### config.mk
export PLATFORM = sky130hd
export DESIGN_NAME = bct_eval
export DESIGN_NICKNAME = d
export VERILOG_FILES = /design/src/rtl/bct_pkg.sv /design/src/rtl/bct_eval.sv
export SDC_FILE = /design/constraint.sdc
export NUM_CORES = 2
export LEC_CHECK = 0
export ABC_AREA = 1
export BUFFER_PORTS_ARGS = -buffer_cell sky130_fd_sc_hd__buf_2
export CORE_MARGIN = 2
export CORE_UTILIZATION = 61
export CTS_BUF_LIST = sky130_fd_sc_hd__clkbuf_8
export DETAILED_ROUTE_END_ITERATION = 10
export PLACE_DENSITY_LB_ADDON = 0.08
export SETUP_SLACK_MARGIN = 0.3
export SLEW_MARGIN = 20
export SYNTH_ARGS = -nofsm -noshare
export SYNTH_HDL_FRONTEND = slang
export SYNTH_SLANG_ARGS = --single-unit
export TNS_END_PERCENT = 20
### constraint.sdc
create_clock -name aclk -period 10.7 [get_ports aclk]
set_input_delay 2.14 -clock aclk [delete_from_list [all_inputs] [get_ports aclk]]
set_output_delay 2.14 -clock aclk [all_outputs]
set_load 0.005 [all_outputs]
### src/rtl/bct_pkg.sv
// Shared types, widths and weight functions for the cubic Bezier flattener.
// No dependencies; every other file of the block imports this package.
package bct_pkg;

    // Number of line segments emitted for each curve
    localparam int SEGMENTS  = 10;
    localparam int DENOM_INT = SEGMENTS * SEGMENTS * SEGMENTS;

    localparam int IDX_W  = $clog2(SEGMENTS + 1);
    localparam int WGT_W  = $clog2(DENOM_INT + 1);
    // power-basis coefficients of 16-bit points stay within +/-12*2^15
    localparam int COEF_W = 20;
    localparam int PROD_W = COEF_W + WGT_W + 1;
    localparam int SUM_W  = PROD_W + 1;
    localparam int ACC_W  = PROD_W + 3;
    // biased numerator lies in [0, 2^16 * 2 * S^3)
    localparam int DIV_W  = WGT_W + 18;
    localparam int QUO_W  = 16;

    localparam logic [WGT_W-1:0] DENOM = WGT_W'(DENOM_INT);
    // rounding term S^3 plus a bias of 2^15 * 2 * S^3, so the quotient is unsigned
    localparam logic [ACC_W-1:0] NUM_OFFSET = (ACC_W'(DENOM) << 16) + ACC_W'(DENOM);

    // exact floor division by 2*S^3 as a multiply by a rounded-up reciprocal
    localparam int DIVISOR_INT = 2 * DENOM_INT;
    localparam int RECIP_SHIFT = DIV_W + $clog2(DIVISOR_INT);
    localparam int RECIP_W     = DIV_W + 1;
    localparam int MULQ_W      = DIV_W + RECIP_W;
    localparam longint unsigned RECIP_INT =
        ((64'd1 << RECIP_SHIFT) + 64'(DIVISOR_INT) - 64'd1) / 64'(DIVISOR_INT);
    localparam logic [RECIP_W-1:0] RECIP = RECIP_W'(RECIP_INT);

    typedef struct packed {
        logic signed [15:0] p0_x_coord;
        logic signed [15:0] p0_y_coord;
        logic signed [15:0] p1_x_coord;
        logic signed [15:0] p1_y_coord;
        logic signed [15:0] p2_x_coord;
        logic signed [15:0] p2_y_coord;
        logic signed [15:0] p3_x_coord;
        logic signed [15:0] p3_y_coord;
    } in_t;

    typedef struct packed {
        logic signed [15:0] seg_start_x;
        logic signed [15:0] seg_start_y;
        logic signed [15:0] seg_end_x;
        logic signed [15:0] seg_end_y;
        logic               last_segment;
    } out_t;

    // Power-basis coefficients of one axis
    typedef struct packed {
        logic signed [15:0]       c0;
        logic signed [COEF_W-1:0] c1;
        logic signed [COEF_W-1:0] c2;
        logic signed [COEF_W-1:0] c3;
    } coef_t;

    // One segment issued into the evaluation pipeline
    typedef struct packed {
        coef_t            cx;
        coef_t            cy;
        logic [WGT_W-1:0] w1;
        logic [WGT_W-1:0] w2;
        logic [WGT_W-1:0] w3;
        logic             first;
        logic             last;
    } seg_t;

    // Sideband that rides along with each segment
    typedef struct packed {
        logic               first;
        logic               last;
        logic signed [15:0] p0_x;
        logic signed [15:0] p0_y;
    } tag_t;

    typedef struct packed {
        tag_t             tag;
        logic [DIV_W-1:0] num_x;
        logic [DIV_W-1:0] num_y;
    } num_t;

    // i * S^2
    function automatic logic [WGT_W-1:0] weight_lin(input logic [IDX_W-1:0] i);
        logic [WGT_W-1:0] iw;
        iw = WGT_W'(i);
        return iw * WGT_W'(SEGMENTS * SEGMENTS);
    endfunction

    // i^2 * S
    function automatic logic [WGT_W-1:0] weight_sq(input logic [IDX_W-1:0] i);
        logic [WGT_W-1:0] iw;
        iw = WGT_W'(i);
        return iw * iw * WGT_W'(SEGMENTS);
    endfunction

    // i^3
    function automatic logic [WGT_W-1:0] weight_cu(input logic [IDX_W-1:0] i);
        logic [WGT_W-1:0] iw;
        iw = WGT_W'(i);
        return iw * iw * iw;
    endfunction

    // signed coefficient times unsigned weight
    function automatic logic signed [PROD_W-1:0] coef_mul(input logic signed [COEF_W-1:0] c,
                                                         input logic [WGT_W-1:0] w);
        return c * $signed({1'b0, w});
    endfunction

endpackage

### src/rtl/bct_eval.sv
// Polynomial evaluation pipeline: products, partial sums and the biased
// numerator for both axes, three register stages. Depends on bct_pkg.
module bct_eval import bct_pkg::*; (
    input  logic aclk,
    input  logic aresetn,
    input  logic a_valid,
    output logic a_ready,
    input  seg_t a_data,
    output logic n_valid,
    input  logic n_ready,
    output num_t n_data
);

    typedef struct packed {
        tag_t                     tag;
        logic signed [PROD_W-1:0] tx0, tx1, tx2, tx3;
        logic signed [PROD_W-1:0] ty0, ty1, ty2, ty3;
    } prod_t;

    typedef struct packed {
        tag_t                    tag;
        logic signed [SUM_W-1:0] sx01, sx23;
        logic signed [SUM_W-1:0] sy01, sy23;
    } psum_t;

    prod_t b_reg;
    psum_t c_reg;
    num_t  d_reg;
    logic  b_valid_reg, c_valid_reg, d_valid_reg;
    logic  b_load, c_load, d_load;

    function automatic logic [DIV_W-1:0] biased_num(input logic signed [SUM_W-1:0] s01,
                                                    input logic signed [SUM_W-1:0] s23);
        logic [ACC_W-1:0] acc;
        acc = ((ACC_W'(s01) + ACC_W'(s23)) << 1) + NUM_OFFSET;
        return acc[DIV_W-1:0];
    endfunction

    // stall chain, bubbles are squeezed out
    assign d_load  = !d_valid_reg || n_ready;
    assign c_load  = !c_valid_reg || d_load;
    assign b_load  = !b_valid_reg || c_load;
    assign a_ready = b_load;

    always_ff @(posedge aclk) begin
        if (!aresetn) begin
            b_valid_reg <= 1'b0;
            c_valid_reg <= 1'b0;
            d_valid_reg <= 1'b0;
        end else begin
            if (b_load) b_valid_reg <= a_valid;
            if (c_load) c_valid_reg <= b_valid_reg;
            if (d_load) d_valid_reg <= c_valid_reg;
        end
    end

    // products of coefficients and weights
    always_ff @(posedge aclk) begin
        if (b_load && a_valid) begin
            b_reg.tag.first <= a_data.first;
            b_reg.tag.last  <= a_data.last;
            b_reg.tag.p0_x  <= a_data.cx.c0;
            b_reg.tag.p0_y  <= a_data.cy.c0;
            b_reg.tx0 <= coef_mul(COEF_W'(a_data.cx.c0), DENOM);
            b_reg.tx1 <= coef_mul(a_data.cx.c1, a_data.w1);
            b_reg.tx2 <= coef_mul(a_data.cx.c2, a_data.w2);
            b_reg.tx3 <= coef_mul(a_data.cx.c3, a_data.w3);
            b_reg.ty0 <= coef_mul(COEF_W'(a_data.cy.c0), DENOM);
            b_reg.ty1 <= coef_mul(a_data.cy.c1, a_data.w1);
            b_reg.ty2 <= coef_mul(a_data.cy.c2, a_data.w2);
            b_reg.ty3 <= coef_mul(a_data.cy.c3, a_data.w3);
        end
    end

    // pairwise sums
    always_ff @(posedge aclk) begin
        if (c_load && b_valid_reg) begin
            c_reg.tag  <= b_reg.tag;
            c_reg.sx01 <= SUM_W'(b_reg.tx0) + SUM_W'(b_reg.tx1);
            c_reg.sx23 <= SUM_W'(b_reg.tx2) + SUM_W'(b_reg.tx3);
            c_reg.sy01 <= SUM_W'(b_reg.ty0) + SUM_W'(b_reg.ty1);
            c_reg.sy23 <= SUM_W'(b_reg.ty2) + SUM_W'(b_reg.ty3);
        end
    end

    // 2N + S^3 plus bias
    always_ff @(posedge aclk) begin
        if (d_load && c_valid_reg) begin
            d_reg.tag   <= c_reg.tag;
            d_reg.num_x <= biased_num(c_reg.sx01, c_reg.sx23);
            d_reg.num_y <= biased_num(c_reg.sy01, c_reg.sy23);
        end
    end

    assign n_valid = d_valid_reg;
    assign n_data  = d_reg;

endmodule

==> flow_summary.toml <==
[worst_setup_path]
ff2ff_setup_slack_ns = 7.47
crit_path_top_delay_cell = "buf_2"
r2r_cells = 7
end_kind = "register"
crit_type = "primary input to register"
start_kind = "primary input"
worst-path-max-fanout = 40
cp_num_buf_inv = 4
crit_chain = "buf_2, nand2_1, fa_1, inv_1, fa_1, fa_1, fa_1, inv_1, fa_1, inv_1, ha_1, nand2_1, nor4_1, o21ai_0, nand3_1, xor2_1"
path_delay_family = "adder cells"
r2r_end = "b_reg[55]$_DFFE_PP_"
cp_common_cell = "fa_1"
r2r_start = "n_valid$_SDFFE_PN0P_"
cpPeakStageDelay_ns = 0.70
worst_ep_required_time_ns = 11.20
cp.arrival_ns = 7.85

[synthesis]
seq_area_frac_synth = 0.2023
ys_ff_latch = 473
yosys-top-cells-area = "fa_1 (30%), edfxtp_1 (20%), inv_1 (12%), ha_1 (11%), nand2_1 (11%)"
yosys.area.top_type_share = 0.3028
syn_area_mm2 = 0.07008
yosysWarnings = 0
syn_avg_cell_area_um2 = 8.481
yosys-top-cells-count = "inv_1 (2215), nand2_1 (2012), fa_1 (1060)"
synth-main-ff-cell = "edfxtp_1"
yosysMostFrequentCell = "inv_1"
syn_inst = 8263
async_flop_share = 0
synth-edff-count = 470
synth_area_leader_cell = "fa_1"
yosys.cell_types.count = 53

[clock_network]
cts_setup_buffers = 0
cts_max_path_buffers = 3
cts_tree = "built"
clkLatencyLatePin_ns = 0.72
clk_pin_slew_ns = 0.06
htreeDepth = 3
cts_inserted_buffers = 84
cts_sinks = 473
cts-root-buf = "clkbuf_8"
post_cts_resized = 0
postCtsHoldBufs = 0

[global_route]
top_usage_layer = "met2"
antenna_found_initial = 25
grt.met3_usage = 0.05258
grt_pass1_wl_um = 285400
grt_start_max_net_pins = 89
grt_usage = 0.3082
grt_util_met1 = 0.4247
grt-ovfl-total = 0
grt_pass1_vias = 55120
grt_use_met2 = 0.5058

[cells_and_area]
largest_reg_flops = 240
layout-drive-gt1-share = 0.05544
fin_nets = 10270
syn2layout_area_growth_pct = 6.029

[floorplanning]
io-pin-count = 280
core_area_mm2 = 0.1142
start_util = 0.6137
die_area_mm2 = 0.1176
die_y_um = 342.9
die-width_um = 342.9
placementRows = 124

[placement]
place_hpwl_um = 142000
io_buffer_count = 277
routabilityCongestion = 0.9577

[timing]
skew_ns = 0.07367
tightest_slew_ns = 1.028
rsz0062_at_grt = "false"
timing.final.crit_share = 0.6867
slew_headroom = 0.3148
drv_slew = 0
setup-violations-final = 0
min_period_ns = 7.348
max_freq_ghz = 0.1361
hold_viol = 0
setup_tns_ns = 0

[drt]
firstDrtPassIters = 6
routed-via-count = 52550
drt_iter0_markers = 3492
post_drt_wl_per_cell_um = 17.44
drcViolationCount = 0
routed_wl_um = 174100
drt-vias-per-instance = 5.266
antenna_left = 0

[hold_path]
hold_path_startpoint = "c_reg[141]$_DFFE_PP_"
min_path_cells = 0
hold_class = "register to register"
hold_end = "n_data[69]$_DFFE_PP_"

[status]
status = "finished clean"

[run]
maxCapViolCount = 0
-- cells in the final DEF (no fill, tap or decap), types with 25 or more instances in the layout --
cell      count
inv_1      2232
nand4_1      69
nand3_1     164
nand2_1    2012
o21bai_1     26
o21ai_0     155
fa_1       1060
xnor2_1     150
nor3_1       43
xor2_1      246
edfxtp_1    470
nor2_1      222
buf_2       277
a21oi_1     331
ha_1        634
clkbuf_8     85
a31oi_1      25
a21o_1       27
-- how the worst max path moves through the flow --
stage / startpoint / to / depth (start not counted) / slack, ns
2_1_floorplan: n_ready / b_reg[0]$_DFFE_PP_ / 6 / 3.00
4_1_cts: a_data[14] / b_reg[180]$_DFFE_PP_ / 18 / 3.55
5_1_grt: a_data[17] / b_reg[180]$_DFFE_PP_ / 18 / 3.17
3_3_place_gp: a_data[7] / b_reg[22]$_DFFE_PP_ / 18 / 2.79
3_5_place_dp: a_data[14] / b_reg[180]$_DFFE_PP_ / 18 / 2.82
6_report: a_data[14] / b_reg[178]$_DFFE_PP_ / 16 / 3.35
-- cell families after synthesis --
| logic type | synth area share |
|---|---|
| other | 0.00005351 |
| adder cells (fa/ha/maj) | 0.4160 |
| buffers and inverters | 0.1325 |
| flip-flops | 0.2023 |
| AND/OR/NAND/NOR | 0.1490 |
| AO/OA/AOI/OAI | 0.05030 |
| XOR/XNOR | 0.04996 |
-- worst register-to-register path: stages (launching register included) --
cell	delay, ns
dfxtp_1	0.34
nand2_1	0.10
nor2_1	0.05
nand2_1	0.09
nand2_1	0.16
inv_8	0.34
buf_4	0.76
buf_4	0.87
-- layout make-up --
cell class	instances	area, µm²
multi-input cells	5321	46640
fillers	9893	39890
flip-flops and latches	473	14170
inverters	2222	8353
well taps	1512	1892
repair buffers	290	1488
clock buffers	85	1170
clock inverters	68	568.0
diodes	9	22.52
-- metal layers --
layer,part of all wire,wire length (µm)
met4,0.026,4455
met5,0.00076,133
met1,0.43,74880
met3,0.073,12670
met2,0.47,81940
-- metrics by stage --
| stage | hold slack, ns | worst slack (ns) | cell area (µm²) | cells | util |
|---|---|---|---|---|---|
| finish | 0.4094 | 3.352 | 74300 | 9980 | 0.6507 |
| global route | 0.4202 | 3.168 | 74300 | 9977 | 0.6506 |
| CTS | 0.4024 | 3.551 | 74280 | 9971 | 0.6505 |
| detailed placement | 0.4045 | 2.824 | 72540 | 9818 | 0.6352 |
| global placement | 0.4001 | 2.788 | 72540 | 9818 | 0.6352 |
| floorplan | 0.4003 | 3.005 | 70080 | 8264 | - |
Power is left out: the tool's default activity adds up to more than one toggle a clock period on the data nets, which glitch-free logic cannot reach.
