$ cat src/rtl/bct_pkg.sv
// Shared types, widths and weight functions for the cubic Bezier flattener.
// No dependencies; every other file of the block imports this package.
package bct_pkg;

    // Number of line segments emitted for each curve
    localparam int SEGMENTS  = 10;
    localparam int DENOM_INT = SEGMENTS * SEGMENTS * SEGMENTS;

    localparam int IDX_W  = $clog2(SEGMENTS + 1);
    localparam int WGT_W  = $clog2(DENOM_INT + 1);
    // power-basis coefficients of 16-bit points stay within +/-12*2^15
    localparam int COEF_W = 20;
    localparam int PROD_W = COEF_W + WGT_W + 1;
    localparam int SUM_W  = PROD_W + 1;
    localparam int ACC_W  = PROD_W + 3;
    // biased numerator lies in [0, 2^16 * 2 * S^3)
    localparam int DIV_W  = WGT_W + 18;
    localparam int QUO_W  = 16;

    localparam logic [WGT_W-1:0] DENOM = WGT_W'(DENOM_INT);
    // rounding term S^3 plus a bias of 2^15 * 2 * S^3, so the quotient is unsigned
    localparam logic [ACC_W-1:0] NUM_OFFSET = (ACC_W'(DENOM) << 16) + ACC_W'(DENOM);

    // exact floor division by 2*S^3 as a multiply by a rounded-up reciprocal
    localparam int DIVISOR_INT = 2 * DENOM_INT;
    localparam int RECIP_SHIFT = DIV_W + $clog2(DIVISOR_INT);
    localparam int RECIP_W     = DIV_W + 1;
    localparam int MULQ_W      = DIV_W + RECIP_W;
    localparam longint unsigned RECIP_INT =
        ((64'd1 << RECIP_SHIFT) + 64'(DIVISOR_INT) - 64'd1) / 64'(DIVISOR_INT);
    localparam logic [RECIP_W-1:0] RECIP = RECIP_W'(RECIP_INT);

    typedef struct packed {
        logic signed [15:0] p0_x_coord;
        logic signed [15:0] p0_y_coord;
        logic signed [15:0] p1_x_coord;
        logic signed [15:0] p1_y_coord;
        logic signed [15:0] p2_x_coord;
        logic signed [15:0] p2_y_coord;
        logic signed [15:0] p3_x_coord;
        logic signed [15:0] p3_y_coord;
    } in_t;

    typedef struct packed {
        logic signed [15:0] seg_start_x;
        logic signed [15:0] seg_start_y;
        logic signed [15:0] seg_end_x;
        logic signed [15:0] seg_end_y;
        logic               last_segment;
    } out_t;

    // Power-basis coefficients of one axis
    typedef struct packed {
        logic signed [15:0]       c0;
        logic signed [COEF_W-1:0] c1;
        logic signed [COEF_W-1:0] c2;
        logic signed [COEF_W-1:0] c3;
    } coef_t;

    // One segment issued into the evaluation pipeline
    typedef struct packed {
        coef_t            cx;
        coef_t            cy;
        logic [WGT_W-1:0] w1;
        logic [WGT_W-1:0] w2;
        logic [WGT_W-1:0] w3;
        logic             first;
        logic             last;
    } seg_t;

    // Sideband that rides along with each segment
    typedef struct packed {
        logic               first;
        logic               last;
        logic signed [15:0] p0_x;
        logic signed [15:0] p0_y;
    } tag_t;

    typedef struct packed {
        tag_t             tag;
        logic [DIV_W-1:0] num_x;
        logic [DIV_W-1:0] num_y;
    } num_t;

    // i * S^2
    function automatic logic [WGT_W-1:0] weight_lin(input logic [IDX_W-1:0] i);
        logic [WGT_W-1:0] iw;
        iw = WGT_W'(i);
        return iw * WGT_W'(SEGMENTS * SEGMENTS);
    endfunction

    // i^2 * S
    function automatic logic [WGT_W-1:0] weight_sq(input logic [IDX_W-1:0] i);
        logic [WGT_W-1:0] iw;
        iw = WGT_W'(i);
        return iw * iw * WGT_W'(SEGMENTS);
    endfunction

    // i^3
    function automatic logic [WGT_W-1:0] weight_cu(input logic [IDX_W-1:0] i);
        logic [WGT_W-1:0] iw;
        iw = WGT_W'(i);
        return iw * iw * iw;
    endfunction

    // signed coefficient times unsigned weight
    function automatic logic signed [PROD_W-1:0] coef_mul(input logic signed [COEF_W-1:0] c,
                                                         input logic [WGT_W-1:0] w);
        return c * $signed({1'b0, w});
    endfunction

endpackage

$ cat src/rtl/bct_seq.sv
// Curve sequencer: captures one curve, derives its coefficients and issues
// one segment per cycle while a_ready allows, with its weights. Depends on bct_pkg.
module bct_seq import bct_pkg::*; (
    input  logic aclk,
    input  logic aresetn,
    input  logic s_valid,
    output logic s_ready,
    input  in_t  s_data,
    output logic a_valid,
    input  logic a_ready,
    output seg_t a_data
);

    logic             busy_reg;
    logic [IDX_W-1:0] idx_reg;
    coef_t            cx_reg;
    coef_t            cy_reg;
    logic             a_valid_reg;
    seg_t             a_reg;
    coef_t            cx_next;
    coef_t            cy_next;
    logic             a_load;
    logic             issue;
    logic             issue_last;
    logic             s_accept;

    function automatic coef_t make_coef(input logic signed [15:0] p0,
                                        input logic signed [15:0] p1,
                                        input logic signed [15:0] p2,
                                        input logic signed [15:0] p3);
        coef_t                    c;
        logic signed [COEF_W-1:0] e0, e1, e2, e3, d1, t2, u3;
        e0   = COEF_W'(p0);
        e1   = COEF_W'(p1);
        e2   = COEF_W'(p2);
        e3   = COEF_W'(p3);
        d1   = e1 - e0;
        t2   = e0 - (e1 <<< 1) + e2;
        u3   = e1 - e2;
        c.c0 = p0;
        c.c1 = (d1 <<< 1) + d1;
        c.c2 = (t2 <<< 1) + t2;
        c.c3 = e3 - e0 + (u3 <<< 1) + u3;
        return c;
    endfunction

    // handshake: a new curve is taken while idle or while the last segment of the old one issues
    assign a_load     = !a_valid_reg || a_ready;
    assign issue      = busy_reg && a_load;
    assign issue_last = issue && (idx_reg == IDX_W'(SEGMENTS));
    assign s_ready    = !busy_reg || issue_last;
    assign s_accept   = s_valid && s_ready;

    assign cx_next = make_coef(s_data.p0_x_coord, s_data.p1_x_coord,
                               s_data.p2_x_coord, s_data.p3_x_coord);
    assign cy_next = make_coef(s_data.p0_y_coord, s_data.p1_y_coord,
                               s_data.p2_y_coord, s_data.p3_y_coord);

    // control
    always_ff @(posedge aclk) begin
        if (!aresetn) begin
            busy_reg    <= 1'b0;
            idx_reg     <= IDX_W'(1);
            a_valid_reg <= 1'b0;
        end else begin
            if (s_accept) begin
                busy_reg <= 1'b1;
                idx_reg  <= IDX_W'(1);
            end else if (issue_last) begin
                busy_reg <= 1'b0;
            end else if (issue) begin
                idx_reg  <= idx_reg + IDX_W'(1);
            end
            if (a_load) begin
                a_valid_reg <= busy_reg;
            end
        end
    end

    // curve and issue registers
    always_ff @(posedge aclk) begin
        if (s_accept) begin
            cx_reg <= cx_next;
            cy_reg <= cy_next;
        end
        if (issue) begin
            a_reg.cx    <= cx_reg;
            a_reg.cy    <= cy_reg;
            a_reg.w1    <= weight_lin(idx_reg);
            a_reg.w2    <= weight_sq(idx_reg);
            a_reg.w3    <= weight_cu(idx_reg);
            a_reg.first <= (idx_reg == IDX_W'(1));
            a_reg.last  <= (idx_reg == IDX_W'(SEGMENTS));
        end
    end

    assign a_valid = a_valid_reg;
    assign a_data  = a_reg;

    // a freshly taken curve starts at segment one
    ap_accept_restart: assert property (@(posedge aclk) disable iff (!aresetn)
        (s_valid && s_ready) |=> (busy_reg && idx_reg == IDX_W'(1)))
        else $error("curve accepted but sequencer did not restart at segment one");

    // segments of one curve issue without gaps
    ap_no_gap: assert property (@(posedge aclk) disable iff (!aresetn)
        (a_valid_reg && a_ready && !a_reg.last) |=> a_valid_reg)
        else $error("gap inside a curve's segment stream");

    ap_idx_range: assert property (@(posedge aclk) disable iff (!aresetn)
        busy_reg |-> (idx_reg != IDX_W'(0) && idx_reg <= IDX_W'(SEGMENTS)))
        else $error("segment index out of range");

endmodule

$ cat config.mk
export PLATFORM = sky130hd
export DESIGN_NAME = bct_seq
export DESIGN_NICKNAME = d
export VERILOG_FILES = /design/src/rtl/bct_pkg.sv /design/src/rtl/bct_seq.sv
export SDC_FILE = /design/constraint.sdc
export NUM_CORES = 1
export LEC_CHECK = 0
export BUFFER_PORTS_ARGS = -buffer_cell sky130_fd_sc_hd__buf_4
export CAP_MARGIN = 20
export CORE_AREA = 2 2 201 203
export CTS_BUF_LIST = sky130_fd_sc_hd__clkbuf_16
export DETAILED_ROUTE_END_ITERATION = 7
export DIE_AREA = 0 0 203 205
export PLACE_DENSITY = 0.82
export SLEW_MARGIN = 20
export SYNTH_ARGS = -nofsm -noshare
export SYNTH_HDL_FRONTEND = slang
export SYNTH_SLANG_ARGS = --single-unit
$ cat constraint.sdc
create_clock -name aclk -period 14.7 [get_ports aclk]
set_input_delay 0.735 -clock aclk [delete_from_list [all_inputs] [get_ports aclk]]
set_output_delay 0.735 -clock aclk [all_outputs]
set_load 0.05 [all_outputs]
==> results of run 1 <==
## through the flow
step	power [mW]	area (µm²)	worst slack (ps)
after floorplan	3.49	23400	8920
after global placement	4.00	26300	8970
after detailed placement	4.09	26300	8860
after CTS	5.00	27500	9370
after global routing	5.34	27500	9140
final	5.00	27500	9350
## cells in the mapped netlist (7+ instances only)
cell / count
inv_1: 331
edfxtp_1: 326
ha_1: 251
xnor2_1: 138
a21oi_1: 125
fa_1: 121
nor2_1: 95
nand2_1: 73
o21ai_0: 73
a21o_1: 67
xor2_1: 53
nor3_1: 39
o21a_1: 38
nand3_1: 25
nor2b_1: 25
nand2b_1: 23
a31oi_1: 20
and2_1: 18
o21bai_1: 14
or3_1: 13
a211oi_1: 12
and3_1: 12
o21ai_1: 11
nand4_1: 10
buf_4: 8
o31a_1: 8
o211ai_1: 7
## worst paths after layout
check	start	to	slack (ps)	cells past startpoint
max	s_data[64]	cy_reg[18]$_DFFE_PP_	9350	23
min	s_data[110]	cy_reg[74]$_DFFE_PP_	370	1
max reg2reg	idx_reg[1]$_SDFFE_PP0P_	a_data[11]$_DFFE_PP_	9640	17
min reg2reg	cx_reg[72]$_DFFE_PP_	a_data[180]$_DFFE_PP_	410	0
## routing by layer
metal  up-vias  wire [µm]  track usage, %
met4         0       2180            11.0
met5         -          0               0
met3       120       3280            5.11
li1       7943          -               -
met1      7975      21800            32.4
met2       497      26200            44.6
## cells in the final DEF (no fill, tap or decap), types with 11 or more instances in the layout
cell       netlist  final
xor2_1          53     53
ha_1           251    251
a31oi_1         20     20
xnor2_1        138    138
nand2b_1        23     23
nand3_1         25     25
and2_1          18     17
clkbuf_16        0     37
a211oi_1        12     12
or3_1           13     13
nor2b_1         25     25
edfxtp_1       326    326
nor3_1          39     39
a21o_1          67     67
o21ai_0         73     73
o21a_1          38     38
buf_4            8    316
and3_1          12     12
a21oi_1        125    125
nor2_1          95     95
nand2_1         73     73
fa_1           121    121
o21ai_1         11     11
o21bai_1        14     14
inv_1          331    333
## kinds of logic after synthesis
kind of cell               after synthesis  share of synthesized area [%]
xor gates and xnor gates               192                           7.25
buffers and inverters                  344                           5.65
AOI/OAI and AO/OA                      454                           13.0
and+or+nand+nor                        362                           7.76
muxes                                    2                         0.0910
DFF                                    332                           42.4
adders and majority gates              372                           23.8
other                                    1                         0.0160
## worst max-delay path, cell delays in order
cell and delay, ps:
buf_4 130, inv_1 90, ha_1 190, fa_1 220, and2b_1 200, o31a_2 330, o211ai_2 170, nand2_1 90
a21oi_1 180, xor2_1 230, inv_1 80, fa_1 480, inv_1 50, fa_1 490, inv_1 40, ha_1 320
and2_4 170, a22o_1 210, a31oi_1 320, nor2_1 120, or4_4 520, a21oi_2 170, xnor2_1 80
## cell type report
class / instances / area [µm²] / area share [%]
diodes: 2 / 5.00 / 0.0182
clock buffers: 37 / 926 / 3.37
clock inverters: 24 / 198 / 0.720
inverters: 331 / 1250 / 4.54
multi-input cells: 1386 / 12200 / 44.2
flip-flops and latches: 332 / 9910 / 36.1
well taps: 525 / 657 / 2.39
repair buffers: 316 / 2370 / 8.64
## power by group through the flow
stage | clock [mW] | sequential [mW] | combinational (mW)
finish | 0.880 | 1.51 | 2.60
global placement | 0 | 1.52 | 2.47
global route | 0.932 | 1.53 | 2.88
detailed placement | 0 | 1.53 | 2.57
floorplan | 0 | 1.73 | 1.76
CTS | 0.898 | 1.51 | 2.59
==> key figures, run 1 <==
Run status
  – Status: finished clean

Routing
  – Vias: 16,500
  – Number of remaining DRC errors: 0
  – First-pass DRT Iterations: 6
  – Via/cell ratio: 5.60
  – Drt total wl: 53.5 mm
  – WL/cell: 18.1 µm
  – Routed Antenna Nets: 0
  – Initial DRC Count: 1,038

GRT
  – Initial antenna violation count: 1
  – GRT Residual Overflow: 0
  – Vias in the first global route: 16,700
  – Largest net degree at the start of global routing: 101
  – First-pass GRT wire length: 85.0 mm
  – Total GRT Usage: 26.1%

Clocking
  – TritonCTS clock tree: done
  – Clock latency on the worst-skew pair: 550 ps
  – H-Tree Depth: 2
  – Num CTS Buffers: 36
  – Root Driver: clkbuf_16
  – Max Buffers Root-to-Sink: 3
  – Post-CTS Hold Buffers: 0
  – Reg clk slew, reported paths: 60 ps
  – CTS Sinks: 332
  – Post-CTS sizing: 0
  – Postcts setup bufs: 0

Setup path
  – Crit end category: flip-flop
  – WP data arrival: 5650 ps
  – Worst path required time: 14,990 ps
  – Critical path class: in2reg
  – Crit path launch type: input port
  – Critical path peak fanout: 4

Layout
  – Layout Utilization: 69.8%
  – Area delta synth->final: 17.5%
  – Share of cells above drive strength 1: 16.7%
  – Final std cells w/o fill: 2,953
  – Max reg flops: 176
  – Nets: 2,907
  – FILL cells: 2,906

STA
  – Tmin final: 5350 ps
  – Unrepaired setup endpoints after global routing: false
  – Fmax: 187 MHz
  – TNS Setup: 0 ps
  – Skew final: 15.7 ps
  – Hold Vio Cnt, Final: 0
  – Slew Viols, Final: 0
  – Final period util: 36.4%
  – Worst-Margin Slew: 975 ps
  – Hold slack: 374 ps
  – Max_slew headroom: 35.0%
  – Final setup fails: 0

Yosys
  – Synthesis Warnings: 0
  – Mapped Area: 23,400 µm²
  – Distinct cell type count after synthesis: 84
  – Sequential fraction of the synthesis area: 42.4%
  – Cells taking the most area after synthesis: edfxtp_1 42%, ha_1 13%, fa_1 10%
  – Area share of the largest cell type after synthesis: 41.9%
  – Synth Register Bits: 332
  – Number of flops mapped to enable cells by yosys: 326
  – Cell count after synthesis: 2,059
  – Yosys top cell by area: edfxtp_1
  – Top_reg_cell synth: edfxtp_1
  – Syn Area/Cell: 11.3 µm²
  – Async S/R FF share, synth: 0%

Power
  – Leakage: 12.4 nW
  – Part of the power in registers: 30.3%
  – Worst VDD drop: 0.134 mV
  – Cell Int Power: 3.01 mW
  – Combinational group share of total power: 52.1%
  – NetSw: 1.99 mW
  – Switching part of the total power: 39.7%
  – PwrDens: 182 nW/µm²
  – Clock share of power: 17.6%

Floorplanning
  – Rows: 73
  – Die width: 203 µm
  – Die ar.: 41,600 µm²
  – Initial Util: 59.4%
  – I/O Pins: 318
  – Core area: 39,400 µm²
  – Die Height: 205 µm

Placed design
  – # placed instances: 2,890
  – PortBufs: 313
  – Gpl congestion: 0.952
  – Dpl hpwl: 42.1 mm

Hold path
  – Min-Delay Path Class: in2reg

Job
  – MaxCap Viol Count: 0
No activity file was read; power rests on OpenSTA's default activity.
==> run 2: changes to the inputs <==
--- a/config.mk
+++ b/config.mk
@@ -5,13 +5,14 @@
 export SDC_FILE = /design/constraint.sdc
 export NUM_CORES = 1
 export LEC_CHECK = 0
+export ABC_AREA = 1
 export BUFFER_PORTS_ARGS = -buffer_cell sky130_fd_sc_hd__buf_4
 export CAP_MARGIN = 20
-export CORE_AREA = 2 2 201 203
+export CORE_AREA = 2 2 219 221
 export CTS_BUF_LIST = sky130_fd_sc_hd__clkbuf_16
 export DETAILED_ROUTE_END_ITERATION = 7
-export DIE_AREA = 0 0 203 205
-export PLACE_DENSITY = 0.82
+export DIE_AREA = 0 0 221 223
+export PLACE_DENSITY = 0.77
 export SLEW_MARGIN = 20
 export SYNTH_ARGS = -nofsm -noshare
 export SYNTH_HDL_FRONTEND = slang
==> constraint.sdc (replaced) <==
create_clock -name aclk -period 4.28 [get_ports aclk]
set_input_delay 0.214 -clock aclk [delete_from_list [all_inputs] [get_ports aclk]]
set_output_delay 0.214 -clock aclk [all_outputs]
set_load 0.05 [all_outputs]
==> run 2 against run 1 <==
Net effect: worst hold slack lost 240 ps; synthesized area grew 7.0%; routed wire length grew 20%; global-route usage shrank 0.13 points; combinational power grew to 3.8 times the previous value; final cell count grew 27%; first-iteration DRC count grew 19%; design area grew 8.9%; critical endpoint is now cx_reg[18]$_DFFE_PP_; largest cell class unchanged; largest power group unchanged.
==> key figures, run 2 <==
Routing
  – First-pass DRT Iterations: 7 (+1)
  – WL/cell: 17.1 µm (-5.4%)
  – Drt total wl: 64.3 mm (+20%)
  – Vias: 19,900 (+21%)
  – Number of remaining DRC errors: 0 (unchanged)
  – Routed Antenna Nets: 0 (unchanged)
  – Via/cell ratio: 5.31 (-5.2%)
  – Initial DRC Count: 1,235 (+19%)

Layout
  – Most frequent cells in the layout: 543 x nand2_1, 509 x inv_1, 333 x buf_4
  – Nets: 3,614 (+24%)
  – Area delta synth->final: 19.7%
  – Share of cells above drive strength 1: 14.4% (-2.2 points)
  – Max reg flops: 176 (unchanged)
  – Final std cells w/o fill: 3,755 (+27%)
  – Layout Utilization: 63.4% (-6.3 points)
  – Most common cell after layout, fill and taps aside: nand2_1

STA
  – Skew final: 17.1 ps (+1.39 ps)
  – Final period util: 96.1%
  – Final worst slack: 169 ps (-9180 ps)
  – Tmin final: 4110 ps
  – Fmax: 243 MHz
  – Final setup fails: 0 (unchanged)
  – Slew Viols, Final: 0 (unchanged)
  – Hold slack: 136 ps (-239 ps)
  – Hold Vio Cnt, Final: 0 (unchanged)
  – Worst-Margin Slew: 699 ps (-276 ps)
  – Max_slew headroom: 53.3% (+18 points)

Clocking
  – Num CTS Buffers: 36 (unchanged)
  – Reg clk slew, reported paths: 60 ps (about the same)
  – CTS Sinks: 332 (unchanged)
  – Clock latency on the worst-skew pair: 570 ps (+20 ps)
  – Root Driver: clkbuf_16
  – Max Buffers Root-to-Sink: 3 (unchanged)
  – H-Tree Depth: 2 (unchanged)
  – TritonCTS clock tree: done

Yosys
  – Cell count after synthesis: 2,705 (+31%)
  – Top_reg_cell synth: edfxtp_1
  – Syn Area/Cell: 9.24 µm² (-19%)
  – Synthesis Warnings: 0 (unchanged)
  – Most common cell in the netlist: nand2_1
  – Cells taking the most area after synthesis: edfxtp_1 39%, ha_1 13%, fa_1 9.7%
  – Synth Register Bits: 332 (unchanged)
  – Async S/R FF share, synth: 0% (unchanged)
  – Distinct cell type count after synthesis: 39 (-54%)
  – Yosys top cell by area: edfxtp_1
  – Mapped Area: 25,000 µm² (+7.0%)
  – Synth top cells by count: 545 x nand2_1, 504 x inv_1, 326 x edfxtp_1
  – Sequential fraction of the synthesis area: 39.6% (-2.8 points)
  – Number of flops mapped to enable cells by yosys: 326 (unchanged)
  – Area share of the largest cell type after synthesis: 39.2% (-2.7 points)

Placed design
  – Gpl congestion: 0.958 (+0.61%)
  – PortBufs: 313 (unchanged)
  – # placed instances: 3,649 (+26%)
  – Dpl hpwl: 52.9 mm (+26%)
  – Worst slack, placed: -46.4 ps (-8900 ps)

Floorplanning
  – Die width: 221 µm (+8.9%)
  – Rows: 80 (+9.6%)
  – I/O Pins: 318 (unchanged)
  – Core area: 47,100 µm² (+20%)
  – Initial Util: 53.0% (-6.3 points)
  – Die ar.: 49,300 µm² (+18%)
  – Die Height: 223 µm (+8.8%)

Setup path
  – Crit path launch type: input port
  – Crit end category: flip-flop
  – Critical path peak fanout: 4 (unchanged)
  – R2R Setup Slk: 270 ps (-9370 ps)
  – Worst path required time: 4590 ps (-10,400 ps)
  – Critical path class: in2reg
  – WP data arrival: 4420 ps (-1230 ps)

GRT
  – Largest net degree at the start of global routing: 97 (-4.0%)
  – First-pass GRT wire length: 102 mm (+20%)
  – GRT Residual Overflow: 0 (unchanged)
  – Initial antenna violation count: 4 (+3)
  – Total GRT Usage: 25.9% (-0.13 points)
  – Vias in the first global route: 19,900 (+19%)

Power
  – Worst VDD drop: 0.451 mV (+240%)
  – Leakage: 14.7 nW (+18%)
  – Tot Pwr: 18.2 mW (+260%)
  – PwrDens: 607 nW/µm² (+230%)

Hold path
  – Min-Delay Path Class: in2reg

Job
  – MaxCap Viol Count: 0 (unchanged)

Run status
  – Status: finished clean
[run 2: cell types whose count changed after synthesis, sizes merged, moves of 68 or more]
cell and change:
nand2 +474, nand3 +126, inv +175, xor2 +68
xnor2 -89, a21oi +95
[run 2: layout make-up]
type	count	area, µm²
timing repair buffer	373	2940
fill	3896	17200
clock inverter	28	211
clock buffer	37	926
inverter	506	1900
tap	615	769
sequential	332	9920
multi-input combinational	1861	13200
antenna	3	7.51
[run 2: final timing paths]
| kind | end | cells after the start | start |
|---|---|---|---|
| min reg2reg | a_data[121]$_DFFE_PP_ | 0 | cx_reg[13]$_DFFE_PP_ |
| max | cx_reg[18]$_DFFE_PP_ | 21 | s_data[48] |
| max reg2reg | a_data[11]$_DFFE_PP_ | 22 | idx_reg[1]$_SDFFE_PP0P_ |
| min | cy_reg[20]$_DFFE_PP_ | 2 | s_data[32] |
[run 2: stage by stage]
stage / area, µm² / setup TNS, ps
after global routing: 29900 / -3.13
after CTS: 29800 / 0
after floorplan: 25000 / -205
final: 29900 / 0
after detailed placement: 28300 / -65.5
after global placement: 28300 / 0
[run 2: layer usage]
metal	global-route usage, %	part of all wire [%]
met1	34.9	44
met2	43.6	47
met3	4.44	6.2
met4	6.86	2.4
met5	0	0.020
[run 2: critical path: stages]
cell           delay [ps]
dlygate4sd3_1         550
buf_4                 150
ha_1                  230
fa_2                  390
o21ai_4               190
nand3_2                90
nand3_2               130
nand2_1                80
nand2_1                70
nand2_1                50
nand2_1               110
fa_1                  450
fa_1                  550
inv_1                  40
ha_1                  350
a21oi_1               210
o21ai_0               120
a21oi_1               220
nand3_1               110
nand2_1                60
nand2_1                40
[run 2: repair_timing]
item                                    in CTS  in global routing
buffers inserted                             0                  2
endpoints found under the hold margin       36                  0
gates resized for setup                      0                 21
hold buffers                                36                  0
endpoints found under the setup margin       0                 14
[run 2: cell families after synthesis]
group           share of synthesized area (%)
fa+ha+maj                                22.3
flops                                    39.6
other cells                            0.0150
xor+xnor                                 5.96
compound gates                           8.41
simple gates                             15.9
buf+inv                                  7.85
[run 2: report_power, final]
group / internal, mW / total [mW] / switching (mW)
registers: 4.93 / 5.15 / 0.217
clock network: 1.71 / 3.02 / 1.31
logic: 3.46 / 10.0 / 6.54
total: 10.1 / 18.2 / 8.06
